<file path="config.mk">
export PLATFORM = sky130hd
export DESIGN_NAME = char_lcd_bus_sequencer_unit
export DESIGN_NICKNAME = d
export VERILOG_FILES = /design/src/rtl/lcdseq_pkg.sv /design/src/rtl/lcdseq_ucode_rom.sv /design/src/rtl/lcdseq_datapath.sv /design/src/rtl/char_lcd_bus_sequencer_unit.sv
export SDC_FILE = /design/constraint.sdc
export NUM_CORES = 1
export LEC_CHECK = 0
export ABC_AREA = 1
export BUFFER_PORTS_ARGS = -buffer_cell sky130_fd_sc_hd__buf_2
export CAP_MARGIN = 25
export CORE_MARGIN = 2
export CORE_UTILIZATION = 34
export CTS_CLUSTER_DIAMETER = 80
export DETAILED_ROUTE_END_ITERATION = 8
export PLACE_DENSITY_LB_ADDON = 0.2
export SLEW_MARGIN = 20
export SYNTH_ARGS = -nofsm -noshare
export SYNTH_HDL_FRONTEND = slang
export SYNTH_SLANG_ARGS = --single-unit
</file>
<file path="constraint.sdc">
create_clock -name clock -period 3.5 [get_ports clock]
set_input_delay 0.7 -clock clock [delete_from_list [all_inputs] [get_ports clock]]
set_output_delay 0.7 -clock clock [all_outputs]
set_load 0.02 [all_outputs]
</file>
<file path="src/rtl/lcdseq_pkg.sv">
`default_nettype none
package lcdseq_pkg;

   localparam int UPC_WIDTH = 5;
   typedef logic [UPC_WIDTH-1:0] upc_type;

   typedef logic [2:0] kind_type;
   localparam kind_type KIND_INIT   = 3'd0;
   localparam kind_type KIND_CMD    = 3'd1;
   localparam kind_type KIND_DATA   = 3'd2;
   localparam kind_type KIND_CLEAR  = 3'd3;
   localparam kind_type KIND_CURSOR = 3'd4;

   // Microcode entry points and jump targets.
   localparam upc_type UPC_INIT      = 5'd0;
   localparam upc_type UPC_WAKE4     = 5'd1;
   localparam upc_type UPC_FUNC4     = 5'd5;
   localparam upc_type UPC_WAKE8     = 5'd6;
   localparam upc_type UPC_FUNC8     = 5'd9;
   localparam upc_type UPC_TAIL      = 5'd10;
   localparam upc_type UPC_DISP_ON   = 5'd10;
   localparam upc_type UPC_INIT_CLR  = 5'd11;
   localparam upc_type UPC_ENTRY     = 5'd12;
   localparam upc_type UPC_CMD       = 5'd13;
   localparam upc_type UPC_DATA      = 5'd14;
   localparam upc_type UPC_CLEAR     = 5'd15;
   localparam upc_type UPC_CURSOR    = 5'd16;

   localparam logic [7:0] CMD_CLEAR      = 8'h01;
   localparam logic [7:0] CMD_ENTRY      = 8'h06;
   localparam logic [7:0] CMD_DISPLAY_ON = 8'h0C;
   localparam logic [7:0] CMD_FUNC_4BIT  = 8'h28;
   localparam logic [7:0] CMD_FUNC_8BIT  = 8'h38;
   localparam logic [7:0] WAKE_NIBBLE    = 8'h03;
   localparam logic [7:0] WAKE_4BIT      = 8'h02;

   localparam logic [2:0] CSR_EIGHT_BIT_BUS = 3'd0;

   typedef enum logic [1:0] {
      SRC_CONST,
      SRC_BYTE,
      SRC_CURSOR
   } src_type;

   typedef enum logic [1:0] {
      JMP_NEXT,
      JMP_ALWAYS,
      JMP_IF_EIGHT
   } jump_type;

   typedef struct packed {
      src_type    src;
      logic       split;
      logic       rs;
      logic       strobe;
      logic [7:0] data;
      logic [7:0] wait_ms;
      logic       last;
      jump_type   jump;
      upc_type    target;
   } uword_type;

   typedef struct packed {
      logic       rs;
      logic [7:0] bus;
      logic       strobe;
      logic [7:0] wait_ms;
      logic       last;
      logic       advance;
   } xfer_type;

   function automatic uword_type uw(src_type src, logic split, logic rs, logic strobe,
                                    logic [7:0] data, logic [7:0] wait_ms, logic last,
                                    jump_type jump, upc_type target);
      uword_type w;
      w.src     = src;
      w.split   = split;
      w.rs      = rs;
      w.strobe  = strobe;
      w.data    = data;
      w.wait_ms = wait_ms;
      w.last    = last;
      w.jump    = jump;
      w.target  = target;
      return w;
   endfunction

   function automatic logic kind_valid(kind_type kind);
      return (kind == KIND_INIT) || (kind == KIND_CMD) || (kind == KIND_DATA) ||
             (kind == KIND_CLEAR) || (kind == KIND_CURSOR);
   endfunction

   function automatic upc_type kind_entry(kind_type kind);
      upc_type e;
      case (kind)
         KIND_INIT:   e = UPC_INIT;
         KIND_CMD:    e = UPC_CMD;
         KIND_DATA:   e = UPC_DATA;
         KIND_CLEAR:  e = UPC_CLEAR;
         KIND_CURSOR: e = UPC_CURSOR;
         default:     e = UPC_INIT;
      endcase
      return e;
   endfunction

endpackage
`default_nettype wire

</file>
<file path="src/rtl/lcdseq_ucode_rom.sv">
`default_nettype none
module lcdseq_ucode_rom #(
   parameter int POWER_ON_WAIT_MS = 50
) (
   input  lcdseq_pkg::upc_type   addr,
   output lcdseq_pkg::uword_type word
);
   import lcdseq_pkg::*;

   localparam logic [7:0] PowerWait = 8'(POWER_ON_WAIT_MS);

   always_comb begin
      case (addr)
         // Initialize: power-on wait, then branch on bus width.
         5'd0:  word = uw(SRC_CONST, 1'b0, 1'b0, 1'b0, 8'h00, PowerWait, 1'b0,
                          JMP_IF_EIGHT, UPC_WAKE8);
         5'd1:  word = uw(SRC_CONST, 1'b0, 1'b0, 1'b1, WAKE_NIBBLE, 8'd6, 1'b0,
                          JMP_NEXT, UPC_INIT);
         5'd2:  word = uw(SRC_CONST, 1'b0, 1'b0, 1'b1, WAKE_NIBBLE, 8'd6, 1'b0,
                          JMP_NEXT, UPC_INIT);
         5'd3:  word = uw(SRC_CONST, 1'b0, 1'b0, 1'b1, WAKE_NIBBLE, 8'd3, 1'b0,
                          JMP_NEXT, UPC_INIT);
         5'd4:  word = uw(SRC_CONST, 1'b0, 1'b0, 1'b1, WAKE_4BIT, 8'd3, 1'b0,
                          JMP_NEXT, UPC_INIT);
         5'd5:  word = uw(SRC_CONST, 1'b1, 1'b0, 1'b1, CMD_FUNC_4BIT, 8'd1, 1'b0,
                          JMP_ALWAYS, UPC_TAIL);
         5'd6:  word = uw(SRC_CONST, 1'b0, 1'b0, 1'b1, CMD_FUNC_8BIT, 8'd6, 1'b0,
                          JMP_NEXT, UPC_INIT);
         5'd7:  word = uw(SRC_CONST, 1'b0, 1'b0, 1'b1, CMD_FUNC_8BIT, 8'd6, 1'b0,
                          JMP_NEXT, UPC_INIT);
         5'd8:  word = uw(SRC_CONST, 1'b0, 1'b0, 1'b1, CMD_FUNC_8BIT, 8'd6, 1'b0,
                          JMP_NEXT, UPC_INIT);
         5'd9:  word = uw(SRC_CONST, 1'b1, 1'b0, 1'b1, CMD_FUNC_8BIT, 8'd1, 1'b0,
                          JMP_NEXT, UPC_INIT);
         5'd10: word = uw(SRC_CONST, 1'b1, 1'b0, 1'b1, CMD_DISPLAY_ON, 8'd3, 1'b0,
                          JMP_NEXT, UPC_INIT);
         5'd11: word = uw(SRC_CONST, 1'b1, 1'b0, 1'b1, CMD_CLEAR, 8'd6, 1'b0,
                          JMP_NEXT, UPC_INIT);
         5'd12: word = uw(SRC_CONST, 1'b1, 1'b0, 1'b1, CMD_ENTRY, 8'd3, 1'b1,
                          JMP_NEXT, UPC_INIT);
         // Single-byte requests.
         5'd13: word = uw(SRC_BYTE, 1'b1, 1'b0, 1'b1, 8'h00, 8'd1, 1'b1,
                          JMP_NEXT, UPC_INIT);
         5'd14: word = uw(SRC_BYTE, 1'b1, 1'b1, 1'b1, 8'h00, 8'd1, 1'b1,
                          JMP_NEXT, UPC_INIT);
         5'd15: word = uw(SRC_CONST, 1'b1, 1'b0, 1'b1, CMD_CLEAR, 8'd6, 1'b1,
                          JMP_NEXT, UPC_INIT);
         5'd16: word = uw(SRC_CURSOR, 1'b1, 1'b0, 1'b1, 8'h00, 8'd1, 1'b1,
                          JMP_NEXT, UPC_INIT);
         default: word = uw(SRC_CONST, 1'b0, 1'b0, 1'b0, 8'h00, 8'd0, 1'b1,
                            JMP_NEXT, UPC_INIT);
      endcase
   end

endmodule
`default_nettype wire

</file>
<file path="src/rtl/lcdseq_datapath.sv">
`default_nettype none
module lcdseq_datapath (
   input  lcdseq_pkg::uword_type word,
   input  logic                  phase,
   input  logic                  eight_bit_bus,
   input  logic [7:0]            byte_value,
   input  logic [5:0]            column,
   input  logic                  row,
   output lcdseq_pkg::xfer_type  xfer
);
   import lcdseq_pkg::*;

   logic [7:0] byte_sel;
   logic       nibble_mode;

   always_comb begin
      case (word.src)
         SRC_CONST:  byte_sel = word.data;
         SRC_BYTE:   byte_sel = byte_value;
         // Set-address command; column is below 0x40, so the row offset is a bit.
         SRC_CURSOR: byte_sel = {1'b1, row, column};
         default:    byte_sel = word.data;
      endcase

      nibble_mode = word.split && !eight_bit_bus;

      xfer.rs     = word.rs;
      xfer.strobe = word.strobe;
      if (nibble_mode && !phase) begin
         xfer.bus     = {4'h0, byte_sel[7:4]};
         xfer.wait_ms = 8'd1;
         xfer.last    = 1'b0;
         xfer.advance = 1'b0;
      end else if (nibble_mode) begin
         xfer.bus     = {4'h0, byte_sel[3:0]};
         xfer.wait_ms = word.wait_ms;
         xfer.last    = word.last;
         xfer.advance = 1'b1;
      end else begin
         xfer.bus     = byte_sel;
         xfer.wait_ms = word.wait_ms;
         xfer.last    = word.last;
         xfer.advance = 1'b1;
      end
   end

endmodule
`default_nettype wire

</file>
<file path="src/rtl/char_lcd_bus_sequencer_unit.sv">
`default_nettype none
// Character LCD bus sequencer. Each accepted request transaction is expanded into
// its run of bus transfers by a microcode step counter that walks a read-only
// control table, one transfer per clock while the result side is ready; in 4-bit
// mode a byte step is issued twice (high nibble, then low nibble). Initialize
// produces 13 transfers in 4-bit mode and 8 in 8-bit mode, command, data, clear
// and set cursor produce 2 (4-bit) or 1 (8-bit), and unused kinds are accepted
// and dropped with no transfer. A request keeps the block busy from its acceptance
// until its last transfer is loaded into the output register, and a stalled result
// side holds the sequence; no new request is accepted before then.
module char_lcd_bus_sequencer_unit #(
   parameter int POWER_ON_WAIT_MS = 50
) (
   input  logic        clock,
   input  logic        reset,
   input  logic        req_valid,
   output logic        req_ready,
   input  logic [2:0]  req_kind,
   input  logic [7:0]  req_byte_value,
   input  logic [5:0]  req_column,
   input  logic        req_row,
   output logic        rsp_valid,
   input  logic        rsp_ready,
   output logic        rsp_register_select,
   output logic [7:0]  rsp_bus_value,
   output logic        rsp_strobe_res,
   output logic [7:0]  rsp_wait_ms,
   output logic        rsp_last,
   input  logic        csr_psel,
   input  logic        csr_penable,
   input  logic        csr_pwrite,
   input  logic [2:0]  csr_paddr,
   input  logic [31:0] csr_pwdata,
   output logic [31:0] csr_prdata,
   output logic        csr_pready
);
   import lcdseq_pkg::*;

   logic       eight_ff, eight_in;
   logic       busy_ff, busy_in;
   upc_type    upc_ff, upc_in;
   logic       phase_ff, phase_in;
   logic [7:0] byte_ff, byte_in;
   logic [5:0] column_ff, column_in;
   logic       row_ff, row_in;
   logic       out_valid_ff, out_valid_in;
   xfer_type   out_ff, out_in;

   uword_type  word;
   xfer_type   xfer;
   logic       fire;
   logic       req_take;
   upc_type    upc_next;

   lcdseq_ucode_rom #(
      .POWER_ON_WAIT_MS(POWER_ON_WAIT_MS)
   ) u_rom (
      .addr(upc_ff),
      .word(word)
   );

   lcdseq_datapath u_dp (
      .word(word),
      .phase(phase_ff),
      .eight_bit_bus(eight_ff),
      .byte_value(byte_ff),
      .column(column_ff),
      .row(row_ff),
      .xfer(xfer)
   );

   assign csr_pready = 1'b1;
   assign csr_prdata = (csr_paddr == CSR_EIGHT_BIT_BUS) ? {31'b0, eight_ff} : 32'b0;

   assign req_ready = !busy_ff;
   assign req_take  = req_valid && req_ready;
   assign fire      = busy_ff && (!out_valid_ff || rsp_ready);

   assign rsp_valid           = out_valid_ff;
   assign rsp_register_select = out_ff.rs;
   assign rsp_bus_value       = out_ff.bus;
   assign rsp_strobe_res      = out_ff.strobe;
   assign rsp_wait_ms         = out_ff.wait_ms;
   assign rsp_last            = out_ff.last;

   always_comb begin
      case (word.jump)
         JMP_NEXT:     upc_next = upc_ff + 1'b1;
         JMP_ALWAYS:   upc_next = word.target;
         JMP_IF_EIGHT: upc_next = eight_ff ? word.target : upc_ff + 1'b1;
         default:      upc_next = upc_ff + 1'b1;
      endcase

      eight_in = eight_ff;
      if (csr_psel && csr_penable && csr_pwrite && csr_paddr == CSR_EIGHT_BIT_BUS) begin
         eight_in = csr_pwdata[0];
      end

      busy_in      = busy_ff;
      upc_in       = upc_ff;
      phase_in     = phase_ff;
      byte_in      = byte_ff;
      column_in    = column_ff;
      row_in       = row_ff;
      out_valid_in = out_valid_ff;
      out_in       = out_ff;

      if (req_take) begin
         busy_in   = kind_valid(req_kind);
         upc_in    = kind_entry(req_kind);
         phase_in  = 1'b0;
         byte_in   = req_byte_value;
         column_in = req_column;
         row_in    = req_row;
      end

      if (fire) begin
         out_in       = xfer;
         out_valid_in = 1'b1;
         if (xfer.advance) begin
            phase_in = 1'b0;
            upc_in   = upc_next;
            if (xfer.last) begin
               busy_in = 1'b0;
            end
         end else begin
            phase_in = 1'b1;
         end
      end else if (rsp_ready) begin
         out_valid_in = 1'b0;
      end
   end

   always_ff @(posedge clock) begin
      if (reset) begin
         eight_ff     <= 1'b0;
         busy_ff      <= 1'b0;
         upc_ff       <= UPC_INIT;
         phase_ff     <= 1'b0;
         out_valid_ff <= 1'b0;
      end else begin
         eight_ff     <= eight_in;
         busy_ff      <= busy_in;
         upc_ff       <= upc_in;
         phase_ff     <= phase_in;
         out_valid_ff <= out_valid_in;
      end
   end

   always_ff @(posedge clock) begin
      byte_ff   <= byte_in;
      column_ff <= column_in;
      row_ff    <= row_in;
      out_ff    <= out_in;
   end

endmodule
`default_nettype wire

</file>
## Yosys cells after proc, flatten, opt, wreduce, memory -nomap -nowiden

Memories as Yosys holds them, arrays and structs flattened. A register that Yosys moved wholly into a read port is not among the register bits.
Cells that the tools add are included.

| storage, ports and cells | value |
|---|---|
| output and inout port bits | 54 |
| logic and storage cells | 65 |
| memories kept | 1 |
| register bits after elaboration | 43 |
| bits in read-only memories | 704 |

Memory list:

| name | depth | width | read ports | clocked after memory_dff | wr ports | RTL line | text |
|---|---|---|---|---|---|---|---|
| (name not given) | 32 | 22 | 1 | 1 | 0 | lcdseq_ucode_rom.sv:13 | `case (addr)` |

| cells by class | value |
|---|---|
| $add $sub $neg | 1 |
| reductions and logical operators | 21 |
| muxes and demuxes | 20 |
| eq/ne operators | 8 |

Operators by type and width:

| cell | count |
|---|---|
| $mux W5 | 5 |
| $pmux W5 S4 | 1 |
| $pmux W8 S2 | 1 |
| $mux W1 | 10 |
| $pmux W5 S2 | 1 |
| $logic_and A1 B1 Y1 | 7 |
| $eq A3 B2 Y1 const B | 2 |
| $logic_not A3 Y1 | 2 |
| $add A5 B1 Y5 const B | 1 |
| $logic_or A1 B1 Y1 | 5 |
| $eq A2 B1 Y1 const B | 2 |
| $eq A2 B2 Y1 const B | 2 |
| $logic_not A1 Y1 | 4 |
| $mux W4 | 1 |
| $reduce_bool A2 Y1 | 2 |
| $eq A3 B1 Y1 const B | 1 |
| $eq A3 B3 Y1 const B | 1 |
| $mux W2 | 1 |
| $reduce_or A2 Y1 | 1 |

## Depth between registers and ports, before layout

| logic depth | value |
|---|---|
| depth in word-level cells | 9 |
| depth in mapped cells | 15 |
| gate-level depth less buffers | 15 |

## By module

A second synthesis with hierarchy kept.

| unflattened totals | value |
|---|---|
| cells, all modules | 347 |
| area, all modules | 2806.4 µm² |

Modules (own cells, without submodules):

| module | sequential area each (µm²) | cells each | area each (µm²) | instances |
|---|---|---|---|---|
| char_lcd_bus_sequencer_unit | 1201.2 | 178 | 1921.8 | 1 |
| lcdseq_ucode_rom | 0.0 | 80 | 481.7 | 1 |
| lcdseq_datapath | 0.0 | 89 | 402.9 | 1 |

## Least setup slack after synthesis

OpenSTA, ideal clock, no wires.

| timing | value |
|---|---|
| kind | input to register |
| start | input req_valid |
| end | register, netlist name u_rom.word[8] |
| slack | 867 ps |
| library setup time | 120 ps |
| required time | 3380 ps |
| stages | 10 |
| arrival time | 2513 ps |
| cell sequence | inv_1 > nor2_2 > o21ai_0 > o22ai_1 > inv_1 > ha_1 > inv_1 > nor2_1 > nand3_2 > nand3_1 |

| on the way | value |
|---|---|
| word-level cells in the longest chain between the ends | 5 |

RTL lines:

| what | RTL line | text |
|---|---|---|
| start, declared | char_lcd_bus_sequencer_unit.sv:16 | `input logic req_valid,` |
| $logic_and A1 B1 Y1 * | char_lcd_bus_sequencer_unit.sv:76 | `assign req_take = req_valid && req_ready;` |
| $mux W5 * | char_lcd_bus_sequencer_unit.sv:108 | `if (req_take) begin` |
| $mux W5 | char_lcd_bus_sequencer_unit.sv:120 | `if (xfer.advance) begin` |
| $mux W5 * | char_lcd_bus_sequencer_unit.sv:117 | `if (fire) begin` |
| $mux W5 (no source line) * | -- |  |

Mark *: on every way between the ends. The rest lies on a longest branch, timed or not.
A chain may end at the register's enable or synchronous reset.

==> results.yml <==
pwr:
  vdd_ir_drop_max_uv: 235
  intPower_mw: 1.40
  cellLeakagePower_nw: 1.61
  seq_power_share_pct: 42.1
  clkPwrFrac_pct: 36.8
  switching_share_pct: 29.0
  p_comb_share_pct: 21.1
  p_switching_uw: 571
  finalPower_mw: 1.97
  powerDensity_nw_per_um2: 580
logic_synthesis:
  synth_area_leader_cell: "edfxtp_1"
  syn_area_um2: 2940
  synth_mux_area_share_pct: 0
  yosysWarnings: 0
  syn_inst: 317
  synth.area.top_cells: "edfxtp_1, dfxtp_1, buf_4"
  synth_top_family_by_area: "simple AND/OR/NAND/NOR gates"
  ys.flop_type: "edfxtp_1"
  yosysUniqueCellTypes: 36
  ys_seq_area_share_pct: 49.0
  synthArstFlopShare_pct: 0
  synth.avg_cell_area_um2: 9.28
  synth_top_area_share_pct: 30.6
  synthSimpleGateAreaFrac_pct: 20.9
  synth_xor_area_share_pct: 0.298
  ys_ff_latch: 57
  synth_commonest_cells: "nand2_1, buf_4, inv_1, edfxtp_1, dfxtp_1"
  synth_compound_area_share_pct: 8.85
  synth_fa_ha_area_share_pct: 5.53
  synth_edf_count: 30
  yosys.cell_count.top_type: "nand2_1"
worst_setup_path:
  crit_type: "reg2reg"
  arrival_ns: 2.63
  required_ns: 3.70
  crit_buf_inv: 6
  critPathSlowestCell: "dfxtp_1"
  path_delay_family: "simple AND/OR/NAND/NOR gates"
  cpPeakStageDelay_ns: 0.36
  critPathCaptureType: "flop"
  crit_chain: "inv_1, ha_1, inv_1, nand2_1, nand2_1, nor2_1, inv_1, o22ai_1, buf_4, inv_1, ha_1, inv_1, nor2_1, nand3_2, nand3_1"
  crit_top_cell: "inv_1"
  startpoint_type: "flop"
  critPathMaxFanout: 6
clocking:
  cts_setup_buffers: 0
  root_buffer: "clkbuf_8"
  clk_path_buf_depth: 2
  clkSinkCount: 57
  htree_levels: 3
  clk_pin_slew_ns: 0.06
  numCtsBuffers: 9
  cts_tree: "built"
  cts_resized: 0
  clock_latency_ns: 0.33
  cts-hold-fix-buffers: 0
global_route:
  antenna_found_initial: 0
  grt_max_degree: 19
  track_usage_pct: 12.5
  grt_pass1_wl_um: 9320
  gr-total-overflow: 0
  grt_pass1_vias: 1938
route:
  drt-vias-per-instance: 4.38
  drt_iter0_markers: 90
  vias: 2105
  drc: 0
  firstDrtPassIters: 4
  totalWireLength_um: 5660
  antenna_left: 0
  wire_per_inst_um: 11.8
floorplan:
  start_util_pct: 35.4
  coreArea_um2: 8300
  die_y_um: 97.0
  rows: 33
  dieArea_um2: 9410
  ioPinCount: 114
  die_x_um: 97.0
place:
  routabilityCongestion: 0.882
  place_ws_ns: 0.906
  io_buffer_count: 47
  dpl.hpwl_um: 4280
  dp_cells: 465
finish:
  filler_cell_count: 824
  finalNonFillerCells: 481
  syn_to_final_growth_pct: 15.4
  layout.nets: 444
  drive_above_1_share_pct: 25.0
  antenna_cells: 0
timing:
  skew_ns: 0.0121
  fin_setup_tns_ns: 0
  final-hold-violation-count: 0
  setup_viol: 0
  rsz0062_at_grt: "no"
  finalWorstSetupSlack_ns: 1.07
  slew_viol_final: 0
  clock.fmax_ghz: 0.412
  fin_crit_sh_pct: 69.4
  fin_crit_ns: 2.43
job:
  maxCapViolCount: 0
outcome:
  status: "finished, final reports clean"
hold_path:
  hold_path_class: "reg2reg"
[metal layers]
layer  vias to the layer above  share of wire [%]  GRT usage [%]
met5                         -                  0              0
met4                         0                1.6           5.20
met3                         6                7.1           3.61
met2                        76                 46           19.8
met1                       948                 46           15.9
li1                       1075                  -              -
[cell type report]
| cell class | count | area (um2) | share of cell area, % |
|---|---|---|---|
| multi-input cells | 213 | 1180 | 34.7 |
| clock buffers | 10 | 128 | 3.76 |
| well taps | 105 | 131 | 3.87 |
| flip-flops and latches | 57 | 1440 | 42.5 |
| inverters | 40 | 153 | 4.50 |
| repair buffers | 50 | 258 | 7.59 |
| clock inverters | 6 | 106 | 3.13 |
[placed cells by master, fill, tap and decap left out, types with 9 or more instances in the layout]
cell type	instances
edfxtp_1	30
a21oi_1	10
ha_1	13
inv_1	36
nand3_1	12
dfxtp_1	27
clkbuf_8	9
buf_2	47
o21ai_0	14
nand2_1	55
nor2_1	22
conb_1	35
[power groups by stage]
stage               registers (mW)  clock network (mW)  logic [mW]
detailed placement           0.845                   0       0.416
global route                 0.839               0.766       0.469
CTS                          0.830               0.737       0.419
finish                       0.830               0.725       0.416
floorplan                    0.862                   0       0.318
global placement             0.843                   0       0.414
[registers in the layout (all words and copies together), names as in the netlist]
name / count
rsp_last: 1
rsp_wait_ms: 4
row_ff: 1
eight_ff: 1
upc_ff: 5
rsp_valid: 1
byte_ff: 8
busy_ff: 1
phase_ff: 1
rsp_register_select: 1
rsp_bus_value: 8
rsp_strobe_res: 1
column_ff: 6
u_rom.word: 18
[metrics by stage]
stage,hold slack [ns],util (%),cell area [um2]
4_1_cts,0.405,40.9,3390
5_1_grt,0.426,40.9,3390
3_5_place_dp,0.389,38.1,3160
3_3_place_gp,0.390,38.1,3160
6_report,0.405,40.9,3390
2_1_floorplan,0.386,-,3060
[cells by family (layout without fill, tap and decap cells)]
logic type | after synthesis | in the layout
AND/OR/NAND/NOR | 123 | 123
buffers and inverters | 80 | 106
flip-flops | 57 | 57
AO/OA/AOI/OAI | 41 | 41
adder cells (fa/ha/maj) | 13 | 13
other | 2 | 35
XOR/XNOR | 1 | 1
[final timing paths]
check | from | end | slack, ns | cells after the start
worst max register to register | u_rom.word[13] | u_rom.word[8] | 1.07 | 15
worst min register to register | u_rom.word[25] | rsp_register_select | 0.40 | 0
worst min-delay path | u_rom.word[25] | rsp_register_select | 0.40 | 0
worst max-delay path | u_rom.word[13] | u_rom.word[8] | 1.07 | 15
Note: power is estimated with default switching activity, not from simulation.
